File: config.mk
export PLATFORM = sky130hd
export DESIGN_NAME = round_robin_task_scheduler_core
export DESIGN_NICKNAME = d
export VERILOG_FILES = /design/src/rrts_pkg.sv /design/src/rrts_ctrl.sv /design/src/rrts_dp.sv /design/src/round_robin_task_scheduler_core.sv
export SDC_FILE = /design/constraint.sdc
export NUM_CORES = 1
export LEC_CHECK = 0
export BUFFER_PORTS_ARGS = -buffer_cell sky130_fd_sc_hd__clkbuf_2
export CORE_MARGIN = 2
export CORE_UTILIZATION = 62
export DETAILED_ROUTE_END_ITERATION = 10
export PLACE_DENSITY = 0.78
export SLEW_MARGIN = 40
export SYNTH_ARGS = -nofsm -noshare
export SYNTH_HDL_FRONTEND = slang
export SYNTH_HIERARCHICAL = 1
export SYNTH_SLANG_ARGS = --single-unit
File: constraint.sdc
create_clock -name clock -period 4.2 [get_ports clock]
set_input_delay 0.84 -clock clock [delete_from_list [all_inputs] [get_ports clock]]
set_output_delay 0.84 -clock clock [all_outputs]
set_load 0.005 [all_outputs]
File: src/rrts_pkg.sv
`timescale 1ns / 1ps
// ----------------------------------------------------------------------------
// Round-robin task scheduler package
// Shared field widths, codes, state types and the controller/datapath links.
// ----------------------------------------------------------------------------
package rrts_pkg;

   // Field widths of the request and response items.
   localparam int ACTION_W   = 2;
   localparam int TASK_ID_W  = 4;
   localparam int STATUS_W   = 2;
   localparam int INDEX_W    = 4;
   localparam int COUNT_W    = 5;
   localparam int REQ_DATA_W = 8;
   localparam int RSP_DATA_W = 16;

   // Fewest tasks on the run list for a switch or a sleep.
   localparam int MIN_TO_SWITCH = 2;

   // Request actions.
   localparam logic [ACTION_W-1:0] ACT_ALLOC = 2'd0;
   localparam logic [ACTION_W-1:0] ACT_RUN   = 2'd1;
   localparam logic [ACTION_W-1:0] ACT_SLEEP = 2'd2;
   localparam logic [ACTION_W-1:0] ACT_TICK  = 2'd3;

   // Slot states.
   localparam logic [1:0] SLOT_EMPTY     = 2'd0;
   localparam logic [1:0] SLOT_SUSPENDED = 2'd1;
   localparam logic [1:0] SLOT_RUNNING   = 2'd2;

   // Response status codes.
   localparam logic [STATUS_W-1:0] ST_OK         = 2'd0;
   localparam logic [STATUS_W-1:0] ST_NO_SLOT    = 2'd1;
   localparam logic [STATUS_W-1:0] ST_NOT_LISTED = 2'd2;
   localparam logic [STATUS_W-1:0] ST_LIST_FULL  = 2'd3;

   // Controller states.
   typedef enum logic [3:0] {
      S_IDLE,
      S_ALLOC,
      S_RUN_RD,
      S_RUN_WR,
      S_SLEEP_SCAN,
      S_TICK_ADV,
      S_POS_RD,
      S_CUR_LD,
      S_DONE
   } ctrl_state_type;

   // Datapath operations, one per cycle.
   typedef enum logic [3:0] {
      DP_NONE,
      DP_ACCEPT,
      DP_ALLOC_SCAN,
      DP_RUN_READ,
      DP_RUN_WRITE,
      DP_SLEEP_SCAN,
      DP_TICK_ADV,
      DP_POS_READ,
      DP_CUR_LOAD
   } dp_op_type;

   // Controller to datapath command.
   typedef struct packed {
      dp_op_type op;
      logic      load_rsp;
   } dp_cmd_type;

   // Datapath to controller status.
   typedef struct packed {
      logic quick_done;
      logic alloc_hit;
      logic alloc_end;
      logic sleep_end;
      logic found;
      logic sleep_switch;
      logic out_free;
   } dp_stat_type;

endpackage

File: src/rrts_ctrl.sv
`timescale 1ns / 1ps
// ----------------------------------------------------------------------------
// Round-robin task scheduler controller
// Sequences the datapath through one request at a time.
// ----------------------------------------------------------------------------
module rrts_ctrl
   import rrts_pkg::*;
(
   input  logic                clock,
   input  logic                reset,
   input  logic                req_tvalid,
   input  logic [ACTION_W-1:0] req_action,
   output logic                req_tready,
   input  dp_stat_type         stat,
   output dp_cmd_type          cmd
);

   ctrl_state_type state_ff;
   ctrl_state_type state_in;

   // State register.
   always_ff @(posedge clock) begin
      if (reset) begin
         state_ff <= S_IDLE;
      end else begin
         state_ff <= state_in;
      end
   end

   // Next state and commands.
   always_comb begin
      state_in     = state_ff;
      req_tready   = 1'b0;
      cmd.op       = DP_NONE;
      cmd.load_rsp = 1'b0;
      unique case (state_ff)
         S_IDLE: begin
            req_tready = 1'b1;
            if (req_tvalid) begin
               cmd.op = DP_ACCEPT;
               unique case (req_action)
                  ACT_ALLOC: state_in = S_ALLOC;
                  ACT_RUN:   state_in = stat.quick_done ? S_DONE : S_RUN_RD;
                  ACT_SLEEP: state_in = stat.quick_done ? S_DONE : S_SLEEP_SCAN;
                  ACT_TICK:  state_in = stat.quick_done ? S_DONE : S_TICK_ADV;
               endcase
            end
         end
         S_ALLOC: begin
            cmd.op = DP_ALLOC_SCAN;
            if (stat.alloc_hit || stat.alloc_end) begin
               state_in = S_DONE;
            end
         end
         S_RUN_RD: begin
            cmd.op   = DP_RUN_READ;
            state_in = S_RUN_WR;
         end
         S_RUN_WR: begin
            cmd.op   = DP_RUN_WRITE;
            state_in = S_DONE;
         end
         S_SLEEP_SCAN: begin
            cmd.op = DP_SLEEP_SCAN;
            if (stat.sleep_end) begin
               state_in = (stat.found && stat.sleep_switch) ? S_POS_RD : S_DONE;
            end
         end
         S_TICK_ADV: begin
            cmd.op   = DP_TICK_ADV;
            state_in = S_POS_RD;
         end
         S_POS_RD: begin
            cmd.op   = DP_POS_READ;
            state_in = S_CUR_LD;
         end
         S_CUR_LD: begin
            cmd.op   = DP_CUR_LOAD;
            state_in = S_DONE;
         end
         S_DONE: begin
            // Hand the result to the output register once it is free.
            if (stat.out_free) begin
               cmd.load_rsp = 1'b1;
               state_in     = S_IDLE;
            end
         end
         default: begin
            state_in = S_IDLE;
         end
      endcase
   end

endmodule

File: src/rrts_dp.sv
`timescale 1ns / 1ps
// ----------------------------------------------------------------------------
// Round-robin task scheduler datapath
// Slot table, run list, counters, scan pipeline and the output register.
// ----------------------------------------------------------------------------
module rrts_dp
   import rrts_pkg::*;
#(
   parameter int TASK_SLOTS = 16
) (
   input  logic                 clock,
   input  logic                 reset,
   input  logic [ACTION_W-1:0]  req_action,
   input  logic [TASK_ID_W-1:0] req_task_id,
   input  dp_cmd_type           cmd,
   output dp_stat_type          stat,
   input  logic                 rsp_tready,
   output logic                 rsp_tvalid,
   output logic [STATUS_W-1:0]  rsp_status,
   output logic [INDEX_W-1:0]   rsp_task_index,
   output logic                 rsp_do_switch,
   output logic [COUNT_W-1:0]   rsp_running_count
);

   localparam int SW   = $clog2(TASK_SLOTS);
   localparam int CNTW = $clog2(TASK_SLOTS + 1);
   localparam int EW   = (CNTW > TASK_ID_W) ? CNTW : TASK_ID_W;

   // Storage.
   logic [1:0]          slot_mem [TASK_SLOTS];
   logic [TASK_SLOTS-1:0] slot_ok_ff;
   logic [SW-1:0]       list_mem [TASK_SLOTS];
   logic                list0_ok_ff;

   // Scheduler state.
   logic [CNTW-1:0]     run_count_ff;
   logic [SW-1:0]       pos_ff;
   logic [SW-1:0]       cur_task_ff;
   logic [TASK_ID_W-1:0] id_ff;

   // Scan pipeline.
   logic [CNTW-1:0]     scan_ff;
   logic                rd_vld_ff;
   logic [SW-1:0]       rd_idx_ff;
   logic [1:0]          slot_rd_ff;
   logic                slot_rd_ok_ff;
   logic [SW-1:0]       list_rd_ff;
   logic                list_rd_ok_ff;
   logic                found_ff;
   logic [SW-1:0]       fpos_ff;

   // Result staging and output register.
   logic [STATUS_W-1:0] res_status_ff;
   logic [INDEX_W-1:0]  res_index_ff;
   logic                res_switch_ff;
   logic                rsp_tvalid_ff;
   logic [STATUS_W-1:0] rsp_status_ff;
   logic [INDEX_W-1:0]  rsp_index_ff;
   logic                rsp_switch_ff;
   logic [COUNT_W-1:0]  rsp_count_ff;

   // Combinational signals.
   logic [EW-1:0]       id_ext;
   logic [SW-1:0]       id_slot;
   logic                req_oob;
   logic                rc_full;
   logic                rc_few;
   logic [1:0]          slot_eff;
   logic [SW-1:0]       list_eff;
   logic                match;
   logic                alloc_hit;
   logic                alloc_end;
   logic                sleep_end;
   logic                found_any;
   logic [SW-1:0]       fpos;
   logic                was_cur;
   logic [CNTW-1:0]     rc_dec;
   logic [SW-1:0]       pos_adj;
   logic [SW-1:0]       pos_fin;
   logic [CNTW-1:0]     pos_inc;
   logic [SW-1:0]       pos_tick;
   logic                quick_done;
   logic [STATUS_W-1:0] early_status;
   logic                accept;
   logic                slot_we;
   logic [SW-1:0]       slot_wa;
   logic [1:0]          slot_wd;
   logic                slot_re;
   logic [SW-1:0]       slot_ra;
   logic                list_we;
   logic [SW-1:0]       list_wa;
   logic [SW-1:0]       list_wd;
   logic                list_re;
   logic [SW-1:0]       list_ra;

   assign accept  = (cmd.op == DP_ACCEPT);
   assign id_ext  = EW'(id_ff);
   assign id_slot = id_ext[SW-1:0];
   assign req_oob = EW'(req_task_id) >= EW'(TASK_SLOTS);
   assign rc_full = run_count_ff >= CNTW'(TASK_SLOTS);
   assign rc_few  = run_count_ff < CNTW'(MIN_TO_SWITCH);

   // Read data with the reset contents standing in for unwritten entries.
   assign slot_eff = slot_rd_ok_ff ? slot_rd_ff :
                     ((rd_idx_ff == '0) ? SLOT_RUNNING : SLOT_EMPTY);
   assign list_eff = list_rd_ok_ff ? list_rd_ff : '0;

   // Scan decisions.
   assign match     = rd_vld_ff && (EW'(list_eff) == id_ext);
   assign alloc_hit = rd_vld_ff && (slot_eff == SLOT_EMPTY);
   assign alloc_end = rd_vld_ff && (rd_idx_ff == SW'(TASK_SLOTS - 1));
   assign sleep_end = rd_vld_ff && (CNTW'(rd_idx_ff) == run_count_ff - CNTW'(1));
   assign found_any = found_ff || match;
   assign fpos      = found_ff ? fpos_ff : rd_idx_ff;
   assign was_cur   = (fpos == pos_ff);

   // Position after a sleep: shift down past the removed entry, wrap at the end.
   assign rc_dec  = run_count_ff - CNTW'(1);
   assign pos_adj = (fpos < pos_ff) ? (pos_ff - SW'(1)) : pos_ff;
   assign pos_fin = (was_cur && (CNTW'(pos_adj) >= rc_dec)) ? '0 : pos_adj;

   // Position after a tick.
   assign pos_inc  = CNTW'(pos_ff) + CNTW'(1);
   assign pos_tick = (pos_inc >= run_count_ff) ? '0 : pos_inc[SW-1:0];

   // Requests that finish without touching the tables.
   always_comb begin
      quick_done   = 1'b0;
      early_status = ST_OK;
      unique case (req_action)
         ACT_ALLOC: begin
            early_status = ST_NO_SLOT;
         end
         ACT_RUN: begin
            quick_done = rc_full || req_oob;
            if (rc_full) begin
               early_status = ST_LIST_FULL;
            end else if (req_oob) begin
               early_status = ST_NOT_LISTED;
            end
         end
         ACT_SLEEP: begin
            quick_done = rc_few;
            if (rc_few) begin
               early_status = ST_NOT_LISTED;
            end
         end
         ACT_TICK: begin
            quick_done = rc_few;
         end
      endcase
   end

   // Memory port control.
   always_comb begin
      slot_we = 1'b0;
      slot_wa = rd_idx_ff;
      slot_wd = SLOT_SUSPENDED;
      slot_re = 1'b0;
      slot_ra = scan_ff[SW-1:0];
      list_we = 1'b0;
      list_wa = rd_idx_ff - SW'(1);
      list_wd = list_eff;
      list_re = 1'b0;
      list_ra = scan_ff[SW-1:0];
      unique case (cmd.op)
         DP_ALLOC_SCAN: begin
            slot_re = scan_ff < CNTW'(TASK_SLOTS);
            slot_we = alloc_hit;
         end
         DP_RUN_READ: begin
            slot_re = 1'b1;
            slot_ra = id_slot;
         end
         DP_RUN_WRITE: begin
            if (slot_eff != SLOT_RUNNING) begin
               slot_we = 1'b1;
               slot_wa = id_slot;
               slot_wd = SLOT_RUNNING;
               list_we = 1'b1;
               list_wa = run_count_ff[SW-1:0];
               list_wd = id_slot;
            end
         end
         DP_SLEEP_SCAN: begin
            // Entries behind the match move down by one as they stream past.
            list_re = scan_ff < run_count_ff;
            list_we = rd_vld_ff && found_ff;
            slot_we = sleep_end && found_any;
            slot_wa = id_slot;
         end
         DP_POS_READ: begin
            list_re = 1'b1;
            list_ra = pos_ff;
         end
         DP_NONE, DP_ACCEPT, DP_TICK_ADV, DP_CUR_LOAD: begin
         end
         default: begin
         end
      endcase
   end

   // Slot table.
   always_ff @(posedge clock) begin
      if (slot_we) begin
         slot_mem[slot_wa] <= slot_wd;
      end
      if (slot_re) begin
         slot_rd_ff <= slot_mem[slot_ra];
      end
   end

   // Run list.
   always_ff @(posedge clock) begin
      if (list_we) begin
         list_mem[list_wa] <= list_wd;
      end
      if (list_re) begin
         list_rd_ff <= list_mem[list_ra];
      end
   end

   // Written flags for the tables and the read pipeline.
   always_ff @(posedge clock) begin
      if (reset) begin
         slot_ok_ff  <= '0;
         list0_ok_ff <= 1'b0;
         rd_vld_ff   <= 1'b0;
      end else begin
         if (slot_we) begin
            slot_ok_ff[slot_wa] <= 1'b1;
         end
         if (list_we && (list_wa == '0)) begin
            list0_ok_ff <= 1'b1;
         end
         rd_vld_ff <= !accept && (slot_re || list_re);
      end
   end

   always_ff @(posedge clock) begin
      if (slot_re) begin
         rd_idx_ff     <= slot_ra;
         slot_rd_ok_ff <= slot_ok_ff[slot_ra];
      end else if (list_re) begin
         rd_idx_ff     <= list_ra;
         list_rd_ok_ff <= (list_ra != '0) || list0_ok_ff;
      end
   end

   // Scan address and search result.
   always_ff @(posedge clock) begin
      if (reset) begin
         scan_ff  <= '0;
         found_ff <= 1'b0;
      end else if (accept) begin
         scan_ff  <= '0;
         found_ff <= 1'b0;
      end else begin
         if (slot_re || list_re) begin
            scan_ff <= scan_ff + CNTW'(1);
         end
         if ((cmd.op == DP_SLEEP_SCAN) && match && !found_ff) begin
            found_ff <= 1'b1;
         end
      end
   end

   always_ff @(posedge clock) begin
      if ((cmd.op == DP_SLEEP_SCAN) && match && !found_ff) begin
         fpos_ff <= rd_idx_ff;
      end
      if (accept) begin
         id_ff <= req_task_id;
      end
   end

   // Run count, current position and current task.
   always_ff @(posedge clock) begin
      if (reset) begin
         run_count_ff <= CNTW'(1);
         pos_ff       <= '0;
         cur_task_ff  <= '0;
      end else begin
         if ((cmd.op == DP_RUN_WRITE) && (slot_eff != SLOT_RUNNING)) begin
            run_count_ff <= run_count_ff + CNTW'(1);
         end
         if ((cmd.op == DP_SLEEP_SCAN) && sleep_end && found_any) begin
            run_count_ff <= rc_dec;
            pos_ff       <= pos_fin;
         end
         if (cmd.op == DP_TICK_ADV) begin
            pos_ff <= pos_tick;
         end
         if (cmd.op == DP_CUR_LOAD) begin
            cur_task_ff <= list_eff;
         end
      end
   end

   // Result staging.
   always_ff @(posedge clock) begin
      if (accept) begin
         res_status_ff <= early_status;
         res_index_ff  <= (req_action == ACT_ALLOC) ? '0 : INDEX_W'(cur_task_ff);
         res_switch_ff <= 1'b0;
      end else if ((cmd.op == DP_ALLOC_SCAN) && alloc_hit) begin
         res_status_ff <= ST_OK;
         res_index_ff  <= INDEX_W'(rd_idx_ff);
      end else if ((cmd.op == DP_SLEEP_SCAN) && sleep_end && !found_any) begin
         res_status_ff <= ST_NOT_LISTED;
      end else if (cmd.op == DP_CUR_LOAD) begin
         res_index_ff  <= INDEX_W'(list_eff);
         res_switch_ff <= 1'b1;
      end
   end

   // Output register.
   always_ff @(posedge clock) begin
      if (reset) begin
         rsp_tvalid_ff <= 1'b0;
      end else if (cmd.load_rsp) begin
         rsp_tvalid_ff <= 1'b1;
      end else if (rsp_tready) begin
         rsp_tvalid_ff <= 1'b0;
      end
   end

   always_ff @(posedge clock) begin
      if (cmd.load_rsp) begin
         rsp_status_ff <= res_status_ff;
         rsp_index_ff  <= res_index_ff;
         rsp_switch_ff <= res_switch_ff;
         rsp_count_ff  <= COUNT_W'(run_count_ff);
      end
   end

   assign rsp_tvalid        = rsp_tvalid_ff;
   assign rsp_status        = rsp_status_ff;
   assign rsp_task_index    = rsp_index_ff;
   assign rsp_do_switch     = rsp_switch_ff;
   assign rsp_running_count = rsp_count_ff;

   // Status back to the controller.
   assign stat.quick_done   = quick_done;
   assign stat.alloc_hit    = alloc_hit;
   assign stat.alloc_end    = alloc_end;
   assign stat.sleep_end    = sleep_end;
   assign stat.found        = found_any;
   assign stat.sleep_switch = was_cur;
   assign stat.out_free     = !rsp_tvalid_ff || rsp_tready;

endmodule

File: src/round_robin_task_scheduler_core.sv
`timescale 1ns / 1ps
// Allocation scans for a free slot, one slot table read per cycle. A run reads, then writes
// the slot table. A switching tick advances the position, reads the run list and loads the
// current task. A sleep searches and compacts the run list through its port, and reads and
// loads the new current task if it slept. Quick rejects and non-switching ticks skip that.
// One request is in work at a time; the next is taken the cycle after the result is stored.
// Reset is synchronous: slot 0 running and current, run count 1; no clearing pass.
// ----------------------------------------------------------------------------
// Round-robin task scheduler core
// Slot allocation, run list upkeep and timeslice switching over stream ports.
// ----------------------------------------------------------------------------
module round_robin_task_scheduler_core
   import rrts_pkg::*;
#(
   parameter int TASK_SLOTS = 16
) (
   input  logic                  clock,
   input  logic                  reset,
   input  logic                  req_tvalid,
   output logic                  req_tready,
   input  logic [REQ_DATA_W-1:0] req_tdata,  // action[1:0], task_id[5:2], zero[7:6]
   output logic                  rsp_tvalid,
   input  logic                  rsp_tready,
   output logic [RSP_DATA_W-1:0] rsp_tdata   // status[1:0], task_index[5:2],
                                             // do_switch[6], running_count[11:7],
                                             // zero[15:12]
);

   dp_cmd_type           cmd;
   dp_stat_type          stat;
   logic [ACTION_W-1:0]  req_action;
   logic [TASK_ID_W-1:0] req_task_id;
   logic [STATUS_W-1:0]  rsp_status;
   logic [INDEX_W-1:0]   rsp_task_index;
   logic                 rsp_do_switch;
   logic [COUNT_W-1:0]   rsp_running_count;

   // Request fields.
   assign req_action  = req_tdata[ACTION_W-1:0];
   assign req_task_id = req_tdata[ACTION_W+TASK_ID_W-1:ACTION_W];

   rrts_ctrl u_ctrl (
      .clock      (clock),
      .reset      (reset),
      .req_tvalid (req_tvalid),
      .req_action (req_action),
      .req_tready (req_tready),
      .stat       (stat),
      .cmd        (cmd)
   );

   rrts_dp #(
      .TASK_SLOTS (TASK_SLOTS)
   ) u_dp (
      .clock             (clock),
      .reset             (reset),
      .req_action        (req_action),
      .req_task_id       (req_task_id),
      .cmd               (cmd),
      .stat              (stat),
      .rsp_tready        (rsp_tready),
      .rsp_tvalid        (rsp_tvalid),
      .rsp_status        (rsp_status),
      .rsp_task_index    (rsp_task_index),
      .rsp_do_switch     (rsp_do_switch),
      .rsp_running_count (rsp_running_count)
   );

   // Response packing.
   assign rsp_tdata = {4'b0000, rsp_running_count, rsp_do_switch, rsp_task_index, rsp_status};

`ifndef SYNTH
   // A transfer starts work, so the request side closes on the next cycle.
   a_busy_after_accept: assert property (@(posedge clock) disable iff (reset)
      req_tvalid && req_tready |=> !req_tready)
      else $error("request side still open after a transfer");

   // A switch only comes with a successful step.
   a_switch_ok: assert property (@(posedge clock) disable iff (reset)
      rsp_tvalid && rsp_tdata[6] |-> rsp_tdata[1:0] == ST_OK)
      else $error("switch reported with a failing status");

   // A failed allocation reports slot zero.
   a_no_slot_index: assert property (@(posedge clock) disable iff (reset)
      rsp_tvalid && (rsp_tdata[1:0] == ST_NO_SLOT) |-> rsp_tdata[5:2] == 4'd0)
      else $error("failed allocation with a nonzero slot");

   // The output register is loaded only when its previous result is gone.
   a_load_when_free: assert property (@(posedge clock) disable iff (reset)
      cmd.load_rsp |-> !rsp_tvalid || rsp_tready)
      else $error("result overwritten before transfer");
`endif

endmodule

# Yosys cells after proc, flatten, opt, wreduce, memory -nomap -nowiden
# Memories as Yosys holds them, arrays and structs flattened. A register that Yosys moved wholly into a read port is not among the register bits.
# Index checks and enable logic that the tools add are counted.
[totals]
register_bits = 75
ram_bits = 96
mem_count = 2
elab_cells = 184
inputBits = 12
out_inout_bits = 18
[mem_list]
columns = ["name", "words", "word_bits", "rd", "rd_clocked_by_memory_dff", "wr", "line_no", "text"]
rows = [
  ["u_dp.list_mem", 16, 4, 1, 1, 1, "rrts_dp.sv:32", "logic [SW-1:0] list_mem [TASK_SLOTS];"],
  ["u_dp.slot_mem", 16, 2, 1, 1, 1, "rrts_dp.sv:30", "logic [1:0] slot_mem [TASK_SLOTS];"],
]
[classes]
n_eq_ne = 29
muxes = 65
n_reduce_logical = 46
bitwise = 4
order_cmp = 10
add_sub_neg = 6
[op_table]
columns = ["cell", "count"]
rows = [
  ["4-bit two-way mux", 29],
  ["4-bit one-hot mux with 8 select lines", 2],
  ["4-bit by 3-bit == test with 1-bit output (second input constant)", 8],
  ["1-bit logical AND", 18],
  ["2-bit two-way mux", 9],
  ["4-bit by 2-bit == test with 1-bit output (second input constant)", 4],
  ["16-bit bitwise OR", 1],
  ["4-bit one-hot mux with 4 select lines", 1],
  ["1-bit two-way mux", 13],
  ["4-bit == test (second input constant)", 3],
  ["4-bit zero test", 3],
  ["5-bit by 1-bit adder with 5-bit output (second input constant)", 2],
  ["4-bit by 5-bit less-than comparator with 1-bit output (second input constant)", 2],
  ["5-bit two-way mux", 2],
  ["4-bit by 1-bit == test with 1-bit output (second input constant)", 2],
  ["4-bit == test", 2],
  ["1-bit one-hot mux with 2 select lines", 4],
  ["4-bit one-hot mux with 2 select lines", 1],
  ["2-bit nonzero test", 4],
  ["4-bit by 1-bit subtractor with 4-bit output (second input constant)", 2],
  ["2-bit != test (second input constant)", 3],
  ["2-bit one-hot mux with 3 select lines", 1],
  ["3-bit nonzero test", 2],
  ["2-bit OR reduction", 3],
  ["other kinds (26)", 39],
]

# Longest topological paths before layout
[depth]
word_depth = 11
ltp_mapped = 15
ltp_nobuf = 14

# Modules after synthesis
# Netlist, hierarchy kept.
[by_module_without_submodules]
columns = ["mod", "cells_per_inst", "area_each_um2", "seq_area_each_um2", "n_inst"]
rows = [
  ["rrts_dp", 723, 8570.7, 4804.6, 1],
  ["rrts_ctrl", 53, 379.1, 80.1, 1],
  ["round_robin_task_scheduler_core", 6, 41.3, 0.0, 1],
]

# Least setup slack after synthesis
# Ideal clock, no wire load.
[synth_timing]
path_kind = "flip-flop to flip-flop"
startpoint = "register u_dp.found_ff"
endpoint = "register u_dp.pos_ff[2]"
path_stages_with_launch = 15
arrival_ns = 3.238
synth_period_minus_slack_ns = 3.365
setup_ns = 0.127
t_required_ns = 4.073
path_buffers = 1
setup_slack_ns = 0.835
cell_sequence = "dfxtp_1 > clkbuf_1 > mux2_2 > ha_1 > o21ai_0 > a21oi_1 > nor2_1 > xnor2_1 > ha_1 > nand2b_1 > a2111oi_0 > o41ai_1 > inv_1 > and4_1 > or3_1"
[synth_between]
elab_chain_cells = 8
elab_cells_between_ends = 12
classes_between = "order compare: 2; eq/ne: 1; mux: 5; reduce/logical: 4"
[synth_rtl]
columns = ["item", "line_no", "text"]
rows = [
  ["start: declaration", "rrts_dp.sv:49", "logic found_ff;"],
  ["start signal: assignment", "rrts_dp.sv:254", "found_ff <= 1'b0;"],
  ["start signal: assignment", "rrts_dp.sv:257", "found_ff <= 1'b0;"],
  ["start signal: assignment", "rrts_dp.sv:263", "found_ff <= 1'b1;"],
  ["4-bit two-way mux", "rrts_dp.sv:114", "assign fpos = found_ff ? fpos_ff : rd_idx_ff;"],
  ["4-bit less-than comparator", "rrts_dp.sv:119", "assign pos_adj = (fpos < pos_ff) ? (pos_ff - SW'(1)) : pos_ff;"],
  ["4-bit two-way mux", "rrts_dp.sv:119", ""],
  ["4-bit by 5-bit >= comparator with 1-bit output", "rrts_dp.sv:120", "assign pos_fin = (was_cur && (CNTW'(pos_adj) >= rc_dec)) ? '0 : pos_adj;"],
  ["1-bit logical AND", "rrts_dp.sv:120", ""],
  ["4-bit two-way mux", "rrts_dp.sv:120", ""],
  ["4-bit two-way mux", "rrts_dp.sv:287", "if ((cmd.op == DP_SLEEP_SCAN) && sleep_end && found_any) begin"],
  ["4-bit two-way mux", "rrts_dp.sv:291", "if (cmd.op == DP_TICK_ADV) begin"],
  ["end signal: assignment", "rrts_dp.sv:289", "pos_ff <= pos_fin;"],
  ["end signal: assignment", "rrts_dp.sv:292", "pos_ff <= pos_tick;"],
  ["end: declaration", "rrts_dp.sv:37", "logic [SW-1:0] pos_ff;"],
]
# Several ways; a longest one is shown, not always the timed one. The select of a mux whose other input is x is not followed.
# A chain may end at the register's enable or synchronous reset.

==> flow_metrics.tcl <==
set metrics [dict create \
    finalPower_mw 4.79 \
    ys_types 73 \
    clock_latency_ns 0.44 \
    p_per_area_mw_per_mm2 484 \
    hold_viol 0 \
    htree_levels 4 \
    portBuffers 23 \
    status "finished clean" \
    synth_commonest_cells "edfxtp_1 (134), mux2i_1 (80), nor2_1 (62), nand2_1 (50), dfxtp_1 (43)" \
    clkTransAtPathRegs_ns 0.07 \
    crit_type "reg2reg" \
    netlist_instances 782 \
    num_rows 44 \
    synth_area_per_cell_um2 11.5 \
    fmax_mhz 263 \
    vias_per_cell 6.36 \
    fin_tns_setup_ns 0 \
    fillers 999 \
    clkPwrFrac_pct 34.0 \
    die_x_um 124 \
    r2r-start "u_ctrl/state_ff[0]$_SDFFE_PP0P_" \
    synth.area.top_cells "edfxtp_1 (45%), dfxtp_1 (9.6%), mux2i_1 (8.9%)" \
    ys_async_sr_fraction_pct 0 \
    r2r_cells 8 \
    yosysMostFrequentCell "edfxtp_1" \
    max_stage_delay_ns 0.62 \
    antenna_found_initial 0 \
    fin_area_mm2 0.00989 \
    tightest_slew_ns 0.802 \
    io_pins 30 \
    total_leakage_power_nw 3.94 \
    arrival_ns 3.89 \
    max-slew-margin-rel_pct 46.5 \
    dieArea_mm2 0.0155 \
    drc_errors 0 \
    setup_violations 0 \
    crit_required_ns 4.29 \
    yosysTopAreaCell "edfxtp_1" \
    finClkSkew_ns 0.00757 \
    seq_area_frac_synth_pct 54.3 \
    dp_hpwl_mm 13.9 \
    hp-class "reg2reg" \
    seqPwrFrac_pct 44.1 \
    cts.path.max_buffers 2 \
    drtPass1Iterations 5 \
    cts_setup_buffers 0 \
    cp_cell_sequence "nand2_1, xnor2_1, nor2_1, nor3b_1, nor4b_4, inv_2, o32ai_1, nor2b_1" \
    grt_pass1_wl_mm 32.9 \
    cpMaxStageDelayCell "o32ai_1" \
    drive_gt1_share_pct 14.4 \
    post-place-ws_ns 0.462 \
    grt_use_total_pct 27.0 \
    vias 6345 \
    placed_area_mm2 0.00927 \
    combPwrFrac_pct 21.9 \
    synth_top_area_share_pct 44.8 \
    yosysWarnings 6 \
    r2r_end "u_dp/list_mem[0][3]$_DFFE_PP_" \
    switchingPower_mw 1.44 \
    synth_edf_count 134 \
    post_drt_wl_per_cell_um 20.6 \
    layout.nets 837 \
    p_int_mw 3.35 \
    worst_setup_path_end_kind "flip-flop" \
    critPathLaunchType "flip-flop" \
    hold_ws_ns 0.418 \
    root_buffer "clkbuf_16" \
    finalWorstSetupSlack_ns 0.399 \
    wirelength_mm 20.5 \
    cts_resized 0 \
    syn_to_final_growth_pct 9.95 \
    hold_buffers 0 \
    cts_sinks 177 \
    fin_crit_sh_pct 90.5 \
    max-cap-violations 0 \
    synth_seq_cells 177 \
    layout_min_cycle_time_ns 3.80 \
    holdCritStartpoint "u_dp/res_index_ff[3]$_DFFE_PP_" \
    rsz0062_at_grt "false" \
    maxSlewViolCount 0 \
    critPathMaxFanout 23 \
    place_congestion 0.946 \
    drtIter0Drc 579 \
    switching_share_pct 30.0 \
    die_y_um 124 \
    coreArea_mm2 0.0144 \
    synth_area_mm2 0.00899 \
    min_to "u_dp/rsp_task_index[3]$_DFFE_PP_" \
    reg2reg_setup_slack_ns 0.40 \
    grt_max_degree 37 \
    min_path_cells 0 \
    diodes 0 \
    start_util_pct 62.6 \
    yosys_most_used_dff "edfxtp_1" \
    overflow 0 \
    ir_drop_v 0.000289 \
    ant_nets 0 \
    numCtsBuffers 17 \
    cts_tree "yes" \
    grt_pass1_vias 6415 \
]
[per-layer routing]
metal  wire length, um  track usage, %  vias to the layer above
met5                 0               0                        -
met2              9910            44.7                      293
met1              8290            33.0                     3014
met3              1520            6.66                       73
met4               769            13.2                        0
li1                  -               -                     2965
[cells in the final DEF (no fill, tap or decap), types with 6 or more instances in the layout]
cell type	n
a21oi_1	23
nand3_1	17
dfxtp_1	43
a22oi_1	12
o41ai_1	17
buf_4	25
mux2_2	9
edfxtp_1	134
o211ai_1	9
nor2b_1	7
nor3b_1	7
clkbuf_2	22
ha_1	25
xor2_1	6
clkbuf_16	17
nor2_1	62
o21ai_0	31
a31oi_1	9
xnor2_1	11
inv_1	32
mux2i_1	79
nor3_1	34
nand2_1	50
or2_2	7
o21a_1	7
nand2b_1	14
[power by group through the flow]
stage	logic [mW]	registers (mW)	clock network, mW
final	1.05	2.11	1.63
after global routing	1.14	2.12	1.72
after CTS	1.03	2.11	1.65
after detailed placement	1.03	2.14	0
after global placement	0.985	2.14	0
after floorplan	0.755	2.10	0
[registers in the layout (all words and copies together), names as in the netlist, 2 cells and up]
name and cells:
u_ctrl/state_ff 4, u_dp/cur_task_ff 4, u_dp/rsp_task_index 4, u_dp/rsp_running_count 5
u_dp/run_count_ff 5, u_dp/fpos_ff 4, u_dp/id_ff 4, u_dp/rsp_status 2
u_dp/scan_ff 5, u_dp/rd_idx_ff 4, u_dp/list_rd_ff 4, u_dp/res_status_ff 2
u_dp/slot_ok_ff 16, u_dp/res_index_ff 4, u_dp/slot_rd_ff 2, u_dp/slot_mem 32
u_dp/pos_ff 4, u_dp/list_mem 64
[through the flow]
stage / std cells / utilization, %
global route: 997 / 68.8
finish: 997 / 68.8
CTS: 997 / 68.8
detailed placement: 965 / 64.5
floorplan: 785 / -
global placement: 965 / 64.5
[worst max-delay path by stage]
stage | startpoint | to | slack [ns] | cells after the start
floorplan | u_dp/found_ff$_SDFFE_PP0P_ | u_dp/pos_ff[2]$_SDFFE_PP0P_ | 0.84 | 14
global placement | u_dp/rd_idx_ff[1]$_DFFE_PP_ | u_dp/pos_ff[2]$_SDFFE_PP0P_ | 0.60 | 14
CTS | u_ctrl/state_ff[0]$_SDFFE_PP0P_ | u_dp/list_mem[0][0]$_DFFE_PP_ | 0.48 | 8
detailed placement | req_tvalid | u_dp/slot_rd_ok_ff$_DFFE_PP_ | 0.46 | 12
finish | u_ctrl/state_ff[0]$_SDFFE_PP0P_ | u_dp/list_mem[0][3]$_DFFE_PP_ | 0.40 | 8
global route | u_ctrl/state_ff[0]$_SDFFE_PP0P_ | u_dp/list_mem[12][1]$_DFFE_PP_ | 0.19 | 8
[cells by family after synthesis]
group | count (synthesis) | share of synthesized area, %
AO/OA/AOI/OAI | 142 | 11.0
buffers and inverters | 85 | 4.49
other | 1 | 0.0417
flip-flops | 177 | 54.3
XOR/XNOR | 18 | 1.91
adder cells (fa/ha/maj) | 25 | 3.48
AND/OR/NAND/NOR | 242 | 14.1
multiplexers | 92 | 10.7
[critical path, delay by kind of cell (launching register included)]
| family | cells | cell delay, ns |
|---|---|---|
| AO/OA/AOI/OAI | 1 | 0.62 |
| XOR/XNOR | 1 | 0.16 |
| buffers and inverters | 1 | 0.27 |
| flip-flops | 1 | 0.57 |
| AND/OR/NAND/NOR | 5 | 1.85 |
[final cells by class]
class	instances	area (um2)	share of cell area, %
Clock inverter	15	181	1.84
Clock buffer	17	425	4.30
Timing Repair Buffer	48	303	3.06
Sequential cell	177	4880	49.4
Multi-Input combinational cell	523	3740	37.8
Tap cell	184	230	2.33
Inverter	33	124	1.25
Note: power is estimated with default switching activity, not from simulation.
